--- config.mk ---
export PLATFORM = sky130hd
export DESIGN_NAME = pnd_front
export DESIGN_NICKNAME = d
export VERILOG_FILES = /design/src/pnd_pkg.sv /design/src/pnd_front.sv
export SDC_FILE = /design/constraint.sdc
export NUM_CORES = 1
export LEC_CHECK = 0
export BUFFER_PORTS_ARGS = -buffer_cell sky130_fd_sc_hd__buf_4
export CORE_ASPECT_RATIO = 1.2
export CORE_UTILIZATION = 57
export CTS_CLUSTER_SIZE = 8
export DETAILED_ROUTE_END_ITERATION = 16
export PLACE_DENSITY = 0.83
export SYNTH_ARGS = -nofsm -noshare
export SYNTH_HDL_FRONTEND = slang
export SYNTH_SLANG_ARGS = --single-unit
--- constraint.sdc ---
create_clock -name clk -period 13.5 [get_ports clk]
set_input_delay 0 -clock clk [delete_from_list [all_inputs] [get_ports clk]]
set_output_delay 0 -clock clk [all_outputs]
set_load 0.02 [all_outputs]
--- src/pnd_pkg.sv ---
// ----------------------------------------------------------------------------
// pnd_pkg
// Shared types and constants for the fractal 2-D gradient noise block.
// ----------------------------------------------------------------------------
package pnd_pkg;

  // lattice table size and address width
  localparam int TABLE_SIZE = 256;
  localparam int TBL_BITS   = 8;

  // scaled coordinate: product >> (16 + TBL_BITS), clamped product width
  localparam int SCALE_SHIFT = 16 + TBL_BITS;
  localparam int M_W         = SCALE_SHIFT + 34;
  localparam logic [M_W-1:0] M_CAP = M_W'(1) << (M_W - 1);
  localparam logic [M_W:0]   M_RND = (M_W + 1)'((1 << SCALE_SHIFT) - 1);

  // fade polynomial constants in q16
  localparam logic signed [37:0] FADE_C15 = 38'sd983040;
  localparam logic signed [37:0] FADE_C10 = 38'sd655360;

  // amplitude of the first octave, q32.14
  localparam logic [45:0] AMP_ONE = 46'd16384;

  // command codes on tuser
  localparam logic CMD_LOAD   = 1'b0;
  localparam logic CMD_SAMPLE = 1'b1;

  // configuration register indexes
  localparam int CFG_IDX_W = 3;
  localparam logic [CFG_IDX_W-1:0] CFG_GRAD01  = 3'd0;
  localparam logic [CFG_IDX_W-1:0] CFG_GRAD23  = 3'd1;
  localparam logic [CFG_IDX_W-1:0] CFG_GRAD45  = 3'd2;
  localparam logic [CFG_IDX_W-1:0] CFG_GRAD6   = 3'd3;
  localparam logic [CFG_IDX_W-1:0] CFG_OCTAVES = 3'd4;
  localparam logic [CFG_IDX_W-1:0] CFG_FREQ    = 3'd5;
  localparam logic [CFG_IDX_W-1:0] CFG_PERSIST = 3'd6;

  typedef struct packed {
    logic [63:0] grad01;
    logic [63:0] grad23;
    logic [63:0] grad45;
    logic [31:0] grad6;
    logic [4:0]  octaves;
    logic [31:0] freq;
    logic [14:0] persist;
  } cfg_t;

  // classified item handed from front to back
  typedef struct packed {
    logic        is_sample;
    logic [7:0]  entry_index;
    logic [7:0]  entry_value;
    logic        neg_x;
    logic [31:0] mag_x;
    logic        neg_y;
    logic [31:0] mag_y;
  } item_t;

endpackage

--- src/pnd_front.sv ---
// ----------------------------------------------------------------------------
// pnd_front
// Accepts input items, splits sample points into sign and magnitude and
// holds them in a short queue for the octave engine.
// ----------------------------------------------------------------------------
module pnd_front #(
  parameter int QUEUE_DEPTH = 2
) (
  input  logic           clk,
  input  logic           rst_n,
  input  logic           in_tvalid,
  output logic           in_tready,
  input  logic [79:0]    in_tdata,
  input  logic           in_tuser,
  output pnd_pkg::item_t item,
  output logic           item_valid,
  input  logic           item_pop
);

  localparam int PTR_W = (QUEUE_DEPTH > 1) ? $clog2(QUEUE_DEPTH) : 1;
  localparam int CNT_W = $clog2(QUEUE_DEPTH + 1);

  pnd_pkg::item_t queue_r [QUEUE_DEPTH];
  logic [PTR_W-1:0] wr_ptr_r, rd_ptr_r;
  logic [CNT_W-1:0] count_r;
  pnd_pkg::item_t   cls;
  logic             push;
  logic signed [31:0] px, py;

  assign px = in_tdata[47:16];
  assign py = in_tdata[79:48];

  always_comb begin
    cls.is_sample   = (in_tuser == pnd_pkg::CMD_SAMPLE);
    cls.entry_index = in_tdata[7:0];
    cls.entry_value = in_tdata[15:8];
    cls.neg_x       = px[31];
    cls.mag_x       = px[31] ? 32'(32'd0 - px) : px;
    cls.neg_y       = py[31];
    cls.mag_y       = py[31] ? 32'(32'd0 - py) : py;
  end

  assign in_tready  = (count_r != CNT_W'(QUEUE_DEPTH));
  assign push       = in_tvalid && in_tready;
  assign item_valid = (count_r != '0);
  assign item       = queue_r[rd_ptr_r];

  always_ff @(posedge clk) begin
    if (push) begin
      queue_r[wr_ptr_r] <= cls;
    end
  end

  always_ff @(posedge clk) begin
    if (!rst_n) begin
      wr_ptr_r <= '0;
      rd_ptr_r <= '0;
      count_r  <= '0;
    end else begin
      if (push) begin
        wr_ptr_r <= (wr_ptr_r == PTR_W'(QUEUE_DEPTH - 1)) ? '0 : PTR_W'(wr_ptr_r + 1'b1);
      end
      if (item_pop) begin
        rd_ptr_r <= (rd_ptr_r == PTR_W'(QUEUE_DEPTH - 1)) ? '0 : PTR_W'(rd_ptr_r + 1'b1);
      end
      if (push && !item_pop) begin
        count_r <= CNT_W'(count_r + 1'b1);
      end else if (!push && item_pop) begin
        count_r <= CNT_W'(count_r - 1'b1);
      end
    end
  end

endmodule

* Word-level counts from Yosys, hierarchy flattened *
Memories as Yosys holds them, arrays and structs flattened. A register that Yosys moved wholly into a read port is not among the register bits.
Cells that the tools add are included.

cells by class
  $add $sub $neg = 6
  $mul = 0
  div/mod/pow operators = 0
  order comparisons = 0
  equality and inequality tests = 1
  shift-type cells = 0
  multiplexer cells = 10
  bitwise logic cells = 0
  reduce and logical (&&, ||, !) cells = 7

operators by type and width
  operator                                           count
  two-way mux 32 bit                                 2
  subtractor 1 x 32 -> 32 bit, first input constant  2
  two-way mux 1 bit                                  6
  two-way mux 2 bit                                  2
  nonzero test 2 bit                                 2
  logical AND 1 bit                                  3
  adder 1 bit, second input constant                 2
  adder 2 x 1 -> 2 bit, second input constant        1
  logical NOT 1 bit                                  2
  inequality test 2 bit, second input constant       1
  subtractor 2 x 1 -> 2 bit, second input constant   1

word-level totals
  register bits = 4
  bits in latches = 0
  bits in writable memories = 166
  bits in read-only memories = 0
  input bits = 85
  output and inout port bits = 85
  word-level logic and storage cells = 28
  memories kept = 1

memory list
  memory   words  bits a word  read ports  clocked after Yosys merged registers in  wr ports  line             RTL
  queue_r  2      83           1           1                                        1         pnd_front.sv:23  pnd_pkg::item_t queue_r [QUEUE_DEPTH];

* Logic depth before layout (Yosys ltp) *
  depth after elaboration = 6
  depth in mapped cells = 7
  depth with buffers taken out = 7

* Worst setup path before layout *
Ideal clock, no wire load.

  kind = register to register
  start point = register count_r[0]
  end point = memory queue_r[0][0] in the netlist's numbering (enable)
  library setup time = 0.525 ns
  arrival = 4.244 ns
  required time = 12.975 ns
  path slack = 8.731 ns
  stages on the path, launching flop included = 4
  buffers on the path = 0
  clock period less this slack = 4.769 ns
  path through = dfxtp_1 -> nand2b_1 -> nand2_1 -> nor2_1

between the ends
  word-level cells in the longest chain between the ends = 4

RTL lines
  what                                     line             RTL
  start: declaration                       pnd_front.sv:25  logic [CNT_W-1:0] count_r;
  start signal: assignment                 pnd_front.sv:67  count_r <= CNT_W'(count_r + 1'b1);
  start signal: assignment                 pnd_front.sv:69  count_r <= CNT_W'(count_r - 1'b1);
  inequality test 2 bit                    pnd_front.sv:43  assign in_tready = (count_r != CNT_W'(QUEUE_DEPTH));
  named net in_tready                      pnd_front.sv:12  output logic in_tready,
  logical AND 1 bit                        pnd_front.sv:44  assign push = in_tvalid && in_tready;
  two-way mux 1 bit                        pnd_front.sv:49  if (push) begin
  two-way mux 1 bit (implied by the code)  pnd_front.sv:50  queue_r[wr_ptr_r] <= cls;
  end: declaration                         pnd_front.sv:23

The timed path passes the listed nets, and every way through them passes these cells.

==> out/results.tsv <==
metric	value	unit
drt_iter0_drc	347	
wl_met2	9359	um
grt_pass1_vias	5431	
initial_core_util	59.23	%
hold_violations	0	
synth_enable_flop_cells	166	
grt_overflow	0	
synth_most_common_cell	edfxtp_1	
yosysTopAreaCell	edfxtp_1	
io_pins	170	
top_layer	met4	
postCtsSetupBuffers	0	
mappedNetlistArea	7604	um2
antenna_found_initial	0	
tns	0	ps
worstPathRequired	13650	ps
synthFlopType	edfxtp_1	
status	finished clean	
crit_family	simple AND/OR/NAND/NOR gates	
cts_resized	0	
slew_headroom	23.48	%
critPathBufInv	3	
path_clk_slew	60	ps
critPathMaxFanout	9	
synth_common_cells	166 x edfxtp_1, 83 x mux2_2, 59 x xnor2_1	
peakVddDrop	109.1	uV
worstSetupStartpointType	input port	
syn_inst	488	
grt_pass1_wl	27230	um
drc_errors	0	
max_freq	416.7	MHz
die_area	13810	um2
totalWireLength	17590	um
post_drt_wl_per_cell	19.16	um
regToRegSetupSlack	11390	ps
cap_viol_max_count	0	
r2r-end	queue_r[0][72]	
path_cells	dlygate4sd3_1 > buf_4 > inv_1 > ha_1 > nor4b_1 > nand4_1 > o41ai_1 > xnor2_1	
core	12840	um2
min_period	2400	ps
grt_max_degree	84	
wl_met3	1301	um
grt.total_usage	26.38	%
synthTopCellsByArea	edfxtp_1 66%, mux2_2 12%, xnor2_1 6.8%	
setup_viol	0	
hp-class	in -> reg	
power_density	142.8	nW/um2
skew	8.412	ps
crit_type	in -> reg	
die_y	128.5	um
cp-startpoint	in_tdata[48]	
ys_ff_latch	171	
drv_slew	0	
multiInputGateArea	2445	um2
cts_buffers	17	
diodes	0	
cp_slowest_cell	o41ai_1	
synth_top_area_share	65.56	%
worst-path-stages	8	
clock-root-buffer	clkbuf_16	
wl_met1	6431	um
yosysUniqueCellTypes	36	
fin_nets	829	
power.leakage	0.003758	uW
ant_nets	0	
cts_num_sinks	171	
io_buffers	169	
rows	45	
die_w	107.4	um
place_inst	806	
gp_congestion	0.8978	
reg2reg_depth	4	
avgSynthCellArea	15.58	um2
crit_path_end_kind	flip-flop	
via_per_inst	5.779	
clk_path_buf_depth	2	
vias	5305	
regArea	5089	um2
cts_tree	built	
htree_num_levels	4	
first_pass_iters	5	
drive_above_1_share	39.39	%
slowest_delay	580	ps
grt_setup_unrepaired	no	
place_hpwl	10330	um
finalCritPeriodShare	17.78	%
arrival	2550	ps
crit_end	queue_r[1][28]	
clk-insertion-delay-late	420	ps
yosys_warnings	0	
syn2layout_area_growth	37.19	%
ys_seq_area_share	66.88	%
fill_cells	708	
final_util	81.26	%
synthArstFlopShare	0	%
worst_slew_pin_slew	1148	ps
r2r-start	count_r[0]	
final_cells	918	
synth_nets	576	
cell usage in the layout (no fill, tap or decap), drive strengths merged, types with 2 or more instances in the layout:
| cell type | instances |
|---|---|
| buf | 170 |
| edfxtp | 166 |
| mux2 | 83 |
| dlygate4sd3 | 80 |
| xnor2 | 59 |
| nand2 | 27 |
| o31ai | 19 |
| clkbuf | 18 |
| o41ai | 17 |
| o21ai | 14 |
| inv | 13 |
| nor3 | 10 |
| or3 | 10 |
| nor2 | 8 |
| nand3 | 6 |
| nor4 | 6 |
| dfxtp | 5 |
| nand4 | 4 |
| nand2b | 4 |
| and2 | 4 |
| clkinvlp | 4 |
| or2 | 3 |
| nand3b | 3 |
| ha | 3 |
| or4 | 3 |
| nor2b | 2 |
| xor2 | 2 |
| clkinv | 2 |
| bufinv | 2 |
report_power, final:
part	internal, uW	switching (uW)
clock	277	205
sequential	666	25.8
combinational	147	170
cells by family after synthesis:
logic type	count (synthesis)	synth area share, %
fa+ha+maj	3	0.4937
simple gates	95	7.109
buf+inv	23	1.136
xor+xnor	61	7.027
mux	83	12.29
compound gates	52	5.068
flops	171	66.88
routing by layer:
| layer | GRT usage, % | vias to the layer above |
|---|---|---|
| met3 | 6.687 | 47 |
| li1 | - | 2403 |
| met2 | 47.17 | 288 |
| met4 | 10.72 | 0 |
| met5 | 0 | - |
| met1 | 30.17 | 2567 |
registers in the layout, indices dropped and copies added (netlist names), named ones only:
signal	flops
rd_ptr_r	1
count_r	2
queue_r	166
wr_ptr_r	1
per-stage QoR:
stage	power (uW)	hold slack [ps]	area, um2	setup slack (ps)
5_1_grt	1541	12.57	10430	11020
4_1_cts	1493	2.212	10430	11210
2_1_floorplan	869.8	98.87	7604	8731
6_report	1490	30.01	10430	11100
3_3_place_gp	987.2	185.9	9041	11430
3_5_place_dp	998.2	189.9	9041	11350
cell type report:
type	count	share of cell area [%]
Multi-Input combinational cell	294	23.44
Inverter	7	0.2519
Sequential cell	171	48.78
Timing Repair Buffer	250	19.91
Tap cell	164	1.967
Clock buffer	18	4.114
Clock inverter	14	1.535
worst min-delay path by stage:
| stage | startpoint | endpoint | slack, ps | depth (start not counted) |
|---|---|---|---|---|
| 4_1_cts | in_tdata[79] | queue_r[0][32] | 2 | 1 |
| 6_report | in_tdata[79] | queue_r[0][32] | 30 | 1 |
| 5_1_grt | in_tdata[79] | queue_r[0][32] | 10 | 1 |
| 3_5_place_dp | in_tdata[11] | queue_r[0][69] | 190 | 1 |
| 2_1_floorplan | in_tdata[48] | queue_r[0][0] | 100 | 0 |
| 3_3_place_gp | in_tdata[5] | queue_r[0][79] | 190 | 1 |
repair_timing:
item                                    CTS  global route
endpoints found under the setup margin    0             0
endpoints found under the hold margin   161             0
hold buffers                             80             0
Note: power is estimated with default switching activity, not from simulation.
